**src/rtl/wall_distance_nearest_face_defines.svh**
```systemverilog
// ----------------------------------------------------------------------------
// wall distance assertion macros
// shared concurrent assertion forms for the wall distance block
// ----------------------------------------------------------------------------
`ifndef WALL_DISTANCE_NEAREST_FACE_DEFINES_SVH
`define WALL_DISTANCE_NEAREST_FACE_DEFINES_SVH

// implication checked on every clock edge outside reset
`define WDF_ASSERT_IMP(label, ante, cons) \
	label: assert property (@(posedge clk) disable iff (!arst_n) (ante) |-> (cons)) \
		else $error("assertion failed");

// next-cycle implication
`define WDF_ASSERT_NEXT(label, ante, cons) \
	label: assert property (@(posedge clk) disable iff (!arst_n) (ante) |=> (cons)) \
		else $error("assertion failed");

`endif

```
**src/rtl/wdf_pkg.sv**
```systemverilog
// ----------------------------------------------------------------------------
// wdf_pkg
// opcodes, widths and the request kind enum shared by the wall distance block
// ----------------------------------------------------------------------------
package wdf_pkg;

	localparam int OP_W    = 3;
	localparam int IDX_W   = 12;
	localparam int NORM_W  = 16;
	localparam int DIST_W  = 25;
	localparam int FIDX_W  = 10;
	localparam int CNT_W   = 11;

	localparam logic [OP_W-1:0] OP_LOAD  = 3'd0;
	localparam logic [OP_W-1:0] OP_QUERY = 3'd1;
	localparam logic [OP_W-1:0] OP_STATE = 3'd2;
	localparam logic [OP_W-1:0] OP_WALL  = 3'd3;
	localparam logic [OP_W-1:0] OP_CLEAR = 3'd4;

	localparam logic CFG_FACE_COUNT = 1'b0;
	localparam logic CFG_THREE_D    = 1'b1;

	localparam logic [DIST_W-1:0] DIST_MAX = {DIST_W{1'b1}};

	typedef enum logic [2:0] {
		K_NONE,
		K_LOAD,
		K_QUERY,
		K_STATE,
		K_WALL,
		K_CLEAR
	} kind_t;

endpackage

```
**src/rtl/wdf_front.sv**
```systemverilog
// ----------------------------------------------------------------------------
// wdf_front
// accepts requests, classifies them and queues them for the back end
// ----------------------------------------------------------------------------
module wdf_front #(
	parameter int QW = 120,
	parameter int DEPTH = 2
) (
	input  logic                  clk,
	input  logic                  arst_n,
	input  logic                  in_valid,
	output logic                  in_ready,
	input  logic [wdf_pkg::OP_W-1:0] op,
	input  logic [QW-4:0]         payload,
	output logic                  q_valid,
	input  logic                  q_ready,
	output wdf_pkg::kind_t        q_kind,
	output logic [QW-4:0]         q_payload
);
	import wdf_pkg::*;

	localparam int AW = $clog2(DEPTH);

	kind_t           kind_c;
	logic [QW-4:0]   pay_q [DEPTH];
	kind_t           kind_q [DEPTH];
	logic [AW-1:0]   wp_q, rp_q;
	logic [AW:0]     cnt_q;
	logic            push, pop;

	always_comb begin
		case (op)
			OP_LOAD:  kind_c = K_LOAD;
			OP_QUERY: kind_c = K_QUERY;
			OP_STATE: kind_c = K_STATE;
			OP_WALL:  kind_c = K_WALL;
			OP_CLEAR: kind_c = K_CLEAR;
			default:  kind_c = K_NONE;
		endcase
	end

	assign in_ready  = (cnt_q != (AW+1)'(DEPTH));
	assign push      = in_valid && in_ready;
	assign q_valid   = (cnt_q != '0);
	assign pop       = q_valid && q_ready;
	assign q_kind    = kind_q[rp_q];
	assign q_payload = pay_q[rp_q];

	always_ff @(posedge clk) begin
		if (push) begin
			pay_q[wp_q]  <= payload;
			kind_q[wp_q] <= kind_c;
		end
	end

	always_ff @(posedge clk or negedge arst_n) begin
		if (!arst_n) begin
			wp_q  <= '0;
			rp_q  <= '0;
			cnt_q <= '0;
		end else begin
			if (push) wp_q <= (wp_q == AW'(DEPTH-1)) ? '0 : wp_q + 1'b1;
			if (pop)  rp_q <= (rp_q == AW'(DEPTH-1)) ? '0 : rp_q + 1'b1;
			cnt_q <= cnt_q + (AW+1)'(push) - (AW+1)'(pop);
		end
	end

endmodule

```
**config.mk**
```make
export PLATFORM = sky130hd
export DESIGN_NAME = wdf_front
export DESIGN_NICKNAME = d
export VERILOG_FILES = /design/src/rtl/wall_distance_nearest_face_defines.svh /design/src/rtl/wdf_pkg.sv /design/src/rtl/wdf_front.sv
export SDC_FILE = /design/constraint.sdc
export NUM_CORES = 1
export LEC_CHECK = 0
export BUFFER_PORTS_ARGS = -buffer_cell sky130_fd_sc_hd__buf_2
export CORE_MARGIN = 1
export CORE_UTILIZATION = 35
export CTS_CLUSTER_DIAMETER = 120
export CTS_CLUSTER_SIZE = 28
export DETAILED_ROUTE_END_ITERATION = 10
export PLACE_DENSITY = 0.63
export SYNTH_ARGS = -nofsm -noshare
export SYNTH_HDL_FRONTEND = slang
export SYNTH_SLANG_ARGS = --single-unit
```
**constraint.sdc**
```tcl
create_clock -name clk -period 5.81 [get_ports clk]
set_clock_uncertainty 0.1 [all_clocks]
set_input_delay 0.2905 -clock clk [delete_from_list [all_inputs] [get_ports clk]]
set_output_delay 0.2905 -clock clk [all_outputs]
set_load 0.1 [all_outputs]
```
-- Yosys cells after proc, flatten, opt, wreduce, memory -nomap -nowiden
Memory sizes are Yosys's and may differ from the RTL's.
Index checks and enable logic that the tools add are counted.
- $add $sub $neg: 4
- eq/ne operators: 5
- muxes and demuxes: 5
- reductions and logical operators: 4
- operator list (cell ; count):
    $pmux W3 S5 ; 1
    $eq A3 B2 Y1 const B ; 2
    $mux W1 ; 4
    $eq A3 B1 Y1 const B ; 1
    $eq A3 B3 Y1 const B ; 1
    $logic_not A3 Y1 ; 1
    $add A1 B1 Y1 const B ; 2
    $add A2 B1 Y2 ; 1
    $logic_and A1 B1 Y1 ; 2
    $ne A2 B2 Y1 const B ; 1
    $reduce_bool A2 Y1 ; 1
    $sub A2 B1 Y2 ; 1
- register bits: 4
- RAM bits: 240
- input bits: 124
- memories: 2
- memory list (name ; words ; width ; rd ports ; clocked after memory_dff ; wr ports ; RTL line ; source):
    pay_q ; 2 ; 117 ; 1 ; 0 ; 1 ; wdf_front.sv:25 ; logic [QW-4:0] pay_q [DEPTH];
    kind_q ; 2 ; 3 ; 1 ; 0 ; 1 ; wdf_front.sv:26 ; kind_t kind_q [DEPTH];

-- Logic depth before layout (Yosys ltp)
Gate-level depths: netlist (run 1).
- word-level depth: 4
- gate-level depth with buffers: 5

-- Worst setup path after synthesis (run 1)
No wires, ideal clock.
- path type: register -> register
- start: register cnt_q[0]
- end: memory kind_q[0][0] (netlist bit) (enable)
- library setup time: 601 ps
- arrival: 6462 ps
- required time: 5109 ps
- path slack: -1353 ps
- cell stages (with the launch flop): 4
- period minus slack after synthesis: 7163 ps
- cells stage by stage: dfrtp_1 -> nand2b_1 -> nand2_1 -> nor2_1
- cells in the longest elaborated chain, start to end: 4
- RTL lines (item ; RTL line ; source):
    from (decl) ; wdf_front.sv:28 ; logic [AW:0] cnt_q;
    from (signal assigned) ; wdf_front.sv:64 ; cnt_q <= cnt_q + (AW+1)'(push) - (AW+1)'(pop);
    $ne A2 B2 Y1 ; wdf_front.sv:42 ; assign in_ready = (cnt_q != (AW+1)'(DEPTH));
    net in_ready ; wdf_front.sv:12 ; output logic in_ready,
    $logic_and A1 B1 Y1 ; wdf_front.sv:43 ; assign push = in_valid && in_ready;
    $mux W1 ; wdf_front.sv:50 ; if (push) begin
    $mux W1 (implied by the code) ; wdf_front.sv:52 ; kind_q[wp_q] <= kind_c;
    to (decl) ; wdf_front.sv:26 ;
The timed path passes the listed nets, and every way through them passes these cells.

-- Worst setup path after layout (run 1)
- start: register rp_q
- end: output q_payload[69]
- cells in the longest elaborated chain, start to end: 1
- RTL lines (item ; RTL line ; source):
    from (decl) ; wdf_front.sv:27 ; logic [AW-1:0] wp_q, rp_q;
    from (signal assigned) ; wdf_front.sv:63 ; if (pop) rp_q <= (rp_q == AW'(DEPTH-1)) ? '0 : rp_q + 1'b1;
    $mem_v2 Z2 W117 ; - ;
    to (decl) ; wdf_front.sv:18 ; output logic [QW-4:0] q_payload
Every way passes these cells.

==> reports/metrics.cfg, run 1 <==
[grt]
grt-ovfl-total = 0
grt_pass1_vias = 5248
met1_usage = 0.150
grt-busiest-layer = met2
grt_usage = 0.130
grt_pass1_wl_mm = 26.8
grt_max_degree = 65
antenna_found_initial = 0
grt_use_met2 = 0.242
use_met3 = 0.0335

[sta]
slew_violations = 0
hold_slack_ps = 35.7
tightest_slew_ps = 854
final_hold_viol_count = 0
tns_ps = 0
layout_min_cycle_time_ps = 3040
finalSetupViolations = 0
rsz0062_at_grt = no
finalCritPeriodShare = 0.523
relSlewSlack = 0.431
fmax_ghz = 0.329

[clocking]
clock-sinks = 244
cts_made_buffers = 12
cts_root_buffer = clkbuf_16
postCtsSetupRepairBufs = 0
cts_tree = built
clk_path_buf_depth = 3
clk_pin_slew_ps = 100
h-tree-depth = 1
clk_latency_ps = 470

[floorplan]
die_y_um = 162
ios = 246
dieArea_um2 = 26200
initial_core_util = 0.356
die_w_um = 162
num_rows = 58
coreArea_um2 = 25100

[place]
hpwl_mm = 11.1
gp_congestion = 0.760
io_buffers = 245
placed_cells = 970

[layout]
seqCellArea_um2 = 7310
finalNetCount = 898
diodes = 0
area_delta_synth_final_pct = 34.8
fill_cells = 2106
multi_input_area_um2 = 1520
fin_cells = 1106
drive_gt1_frac = 0.503

[route]
routed_wl_mm = 17.7
drc = 0
drtAntennaViolNets = 0
drt-vias-per-instance = 4.49
drtIter0Drc = 192
vias = 4961
dr.pass1.iters = 4
post_drt_wl_per_cell_um = 16.0

[yosys]
synth-seq-cells = 244
syn-cell-area_um2 = 8930
syn_nets = 527
yosysMostFrequentCell = edfxtp_1
ys_seq_area_frac = 0.818
synth_flop_cell = edfxtp_1
synth_edf_count = 240
synth_top_area_share = 0.807
ys_types = 20
synthTopCellsByCount = 240 x edfxtp_1, 120 x mux2_2, 9 x buf_6, 5 x nor2_1
yosysTopAreaCell = edfxtp_1
syn_avg_cell_area_um2 = 22.2
synthArstFlopShare = 0.0164
synthTopCellsByArea = edfxtp_1 81%, mux2_2 15%, buf_6 1.1%
yosys_warnings = 0
syn_inst = 402

[worst_setup_path]
arrival_ps = 2650
critPathRequiredTime_ps = 5420
critPathCaptureType = primary output
worstPathMaxFanout = 47
crit_path_start_kind = flop
critPathKind = reg2out

[run_status]
status = finished clean

[worst_hold_path]
hold_path.class = in2reg

[flow_run]
maxCapViolCount = 0

timing repair:
action / in CTS / in global routing
resized for setup: 0 / 0
endpoints found under the hold margin: 239 / 0
setup endpoints to repair: 0 / 0
hold buffers: 119 / 0
final cells by class:
cell class / instances / share of cell area
multi-input combinational: 145 / 0.126
tap: 330 / 0.0343
timing repair buffer: 370 / 0.204
clock buffer: 16 / 0.0279
clock inverter: 1 / 0.000727
sequential: 244 / 0.607
layout by cell type, fill, tap and decap left out:
| cell type | n |
|---|---|
| buf_2 | 245 |
| buf_4 | 6 |
| clkbuf_1 | 3 |
| a211oi_1 | 1 |
| or2_2 | 1 |
| nor2_1 | 4 |
| dlygate4sd3_1 | 119 |
| inv_6 | 1 |
| dfrtp_1 | 3 |
| a21oi_1 | 1 |
| mux2_2 | 120 |
| ha_1 | 1 |
| nor2_4 | 1 |
| a21bo_2 | 1 |
| nor2b_1 | 1 |
| dfrtp_4 | 1 |
| clkbuf_16 | 13 |
| and3_4 | 1 |
| o21ai_0 | 2 |
| edfxtp_1 | 240 |
| a32oi_1 | 1 |
| nand2_1 | 4 |
| nand2b_1 | 1 |
| nand3_1 | 1 |
| xnor2_1 | 4 |
sequential cells by signal, indices dropped and copies added (netlist names):
signal  cells
kind_q      6
wp_q        1
pay_q     234
rp_q        1
cnt_q       2
path summary, 6_finish.rpt:
| path | start | cells after the start | endpoint | slack, ps |
|---|---|---|---|---|
| max | rp_q$_DFFE_PN0P_ | 3 | q_payload[69] | 2770 |
| min | op[2] | 2 | kind_q[1][1]$_DFFE_PP_ | 40 |
| max reg2reg | cnt_q[0]$_DFF_PN0_ | 3 | pay_q[1][1]$_DFFE_PP_ | 3370 |
| min reg2reg | wp_q$_DFFE_PN0P_ | 1 | wp_q$_DFFE_PN0P_ | 480 |
| max in group asynchronous | arst_n | 2 | rp_q$_DFFE_PN0P_ | 5400 |
| min in group asynchronous | arst_n | 2 | cnt_q[0]$_DFF_PN0_ | 70 |
kinds of logic after synthesis:
logic type	synth area share
flip-flops	0.818
multiplexers	0.151
AND/OR/NAND/NOR	0.00714
buffers and inverters	0.0139
AO/OA/AOI/OAI	0.00462
XOR/XNOR	0.00392
adder cells (fa/ha/maj)	0.00140
critical path, stage by stage, from the launching register on:
cell and delay (ps):
dfrtp_4 860, buf_4 560, mux2_2 410, buf_2 290
per-layer routing:
layer / vias to the layer above / share of wire
li1: 2328 / -
met3: 15 / 0.070
met1: 2449 / 0.40
met2: 169 / 0.51
met5: - / 0
met4: 0 / 0.013
metrics by stage:
step	cell area [µm²]	util	setup slack [ps]
after CTS	12000	0.480	2680
after global placement	10500	0.419	3270
after floorplan	8940	-	655
after detailed placement	10500	0.419	3220
after global routing	12000	0.480	2600
final	12000	0.480	2770
Power of run 1 is left out: the tool's default activity adds up to more than one toggle a clock period on the data nets, which glitch-free logic cannot reach.
==> run 2, diff against run 1 <==
clock period = 2.65 ns   (was 5.81 ns; I/O delays follow)
==> reports/metrics.cfg, run 2 (same netlist as run 1, synthesis figures left out) <==
[run_status]
status = finished clean

[clocking]
postCtsSetupRepairBufs = 0  ; unchanged
clk_path_buf_depth = 3  ; unchanged
clk_pin_slew_ps = 110  ; about the same
clock-sinks = 244  ; unchanged
h-tree-depth = 1  ; unchanged
cts_tree = built
clk_latency_ps = 480  ; about the same
cts_made_buffers = 12  ; unchanged
cts_root_buffer = clkbuf_16

[route]
post_drt_wl_per_cell_um = 15.8  ; -0.90%
routed_wl_mm = 17.6  ; -0.28%
drc = 0  ; unchanged
vias = 4969  ; +0.16%
dr.pass1.iters = 4  ; unchanged
drt-vias-per-instance = 4.46  ; -0.47%
drtAntennaViolNets = 0  ; unchanged
drtIter0Drc = 199  ; +3.6%

[sta]
finalCritPeriodShare = 0.924
slew_violations = 0  ; unchanged
layout_min_cycle_time_ps = 2450
hold_slack_ps = 278  ; +242 ps
finalSetupViolations = 0  ; unchanged
tightest_slew_ps = 666  ; -188 ps
tns_ps = 0  ; unchanged
fmax_ghz = 0.408
relSlewSlack = 0.556  ; +0.125
rsz0062_at_grt = no
final_hold_viol_count = 0  ; unchanged

[grt]
grt_pass1_wl_mm = 27.3  ; +1.9%
grt_pass1_vias = 5450  ; +3.8%
grt_usage = 0.132  ; +0.00149
antenna_found_initial = 1  ; +1
grt-ovfl-total = 0  ; unchanged
grt_max_degree = 122  ; +88%

[layout]
reg.largest.list = pay_q x234, kind_q x6, cnt_q x2
largest_register_ffs = 234  ; unchanged
finalNetCount = 904  ; +0.67%
drive_gt1_frac = 0.501  ; -0.00194
fill_cells = 2117  ; +0.52%
top_register = pay_q
fin_cells = 1113  ; +0.63%
finish.utilization = 0.485  ; +0.00513
area_delta_synth_final_pct = 36.3
layout_common_cells = 245 x buf_2, 240 x edfxtp_1, 125 x dlygate4sd3_1
diodes = 0  ; unchanged
mostFrequentLayoutCell = buf_2

[floorplan]
coreArea_um2 = 25100  ; unchanged
dieArea_um2 = 26200  ; unchanged
die_y_um = 162  ; unchanged
initial_core_util = 0.356  ; unchanged
die_w_um = 162  ; unchanged
num_rows = 58  ; unchanged
ios = 246  ; unchanged

[worst_setup_path]
r2r_slack_ps = 900  ; -2470 ps
r2r-end = pay_q[1][45]$_DFFE_PP_
arrival_ps = 2220  ; -430 ps
rr_worst_depth = 3  ; unchanged
critPathRequiredTime_ps = 2420  ; -3000 ps
reg2reg_from = cnt_q[0]$_DFF_PN0_
crit_path_start_kind = flop
worstPathMaxFanout = 121  ; +160%
critPathKind = reg2out
critPathCaptureType = primary output

[worst_hold_path]
hold_start = payload[19]
hold-path-cell-count = 2  ; unchanged
whs_endpoint = pay_q[0][19]$_DFFE_PP_
hold_path.class = in2reg

[place]
gp_congestion = 0.736  ; -3.1%
placed_cells = 970  ; unchanged
io_buffers = 245  ; unchanged
hpwl_mm = 11.0  ; -1.1%

[flow_run]
maxCapViolCount = 0  ; unchanged

[run 2: cell types whose count changed in the layout (fill, tap and decap cells not counted), sizes merged]
cell         change
dlygate4sd3      +6
clkbuf           +1
[run 2: how the worst max path moves through the flow]
| stage | startpoint | end | slack [ps] | cells past startpoint |
|---|---|---|---|---|
| after floorplan | cnt_q[0]$_DFF_PN0_ | kind_q[0][0]$_DFFE_PP_ | -520 | 3 |
| after detailed placement | rp_q$_DFFE_PN0P_ | q_payload[6] | 710 | 3 |
| after CTS | rp_q$_DFFE_PN0P_ | q_payload[6] | 170 | 3 |
| final | rp_q$_DFFE_PN0P_ | q_payload[12] | 200 | 3 |
| after global placement | rp_q$_DFFE_PN0P_ | q_payload[75] | 740 | 3 |
| after global routing | rp_q$_DFFE_PN0P_ | q_payload[75] | 100 | 3 |
[run 2: worst max-delay path: stages, from the launching register on]
cell and delay (ps):
dfrtp_4 430, buf_12 500, mux2_2 280, buf_2 430
[run 2: metal layers]
layer	track usage	routed length, µm	up-vias
li1	-	-	2336
met1	0.150	6990	2457
met2	0.246	9160	152
met3	0.0337	1130	22
met4	0.0309	317	2
met5	0	9	-
[run 2: timing repair]
item                                   in CTS  in global routing
gates resized for setup                     0                  0
hold buffers                              125                  0
endpoints found under the hold margin     247                  0
[run 2: stage by stage]
stage	setup WS (ps)	area [µm²]
CTS	167	12200
finish	202	12200
global placement	743	10600
detailed placement	713	10600
global route	96.0	12200
floorplan	-521	8960
[run 2: cell type report]
type | instances | area [µm²] | area share
clock buffers | 17 | 340 | 0.0279
clock inverters | 1 | 8.76 | 0.000719
multi-input cells | 145 | 1530 | 0.126
flip-flops and latches | 244 | 7310 | 0.600
well taps | 330 | 413 | 0.0339
repair buffers | 376 | 2570 | 0.211
Power of run 2 is left out for the same reason.
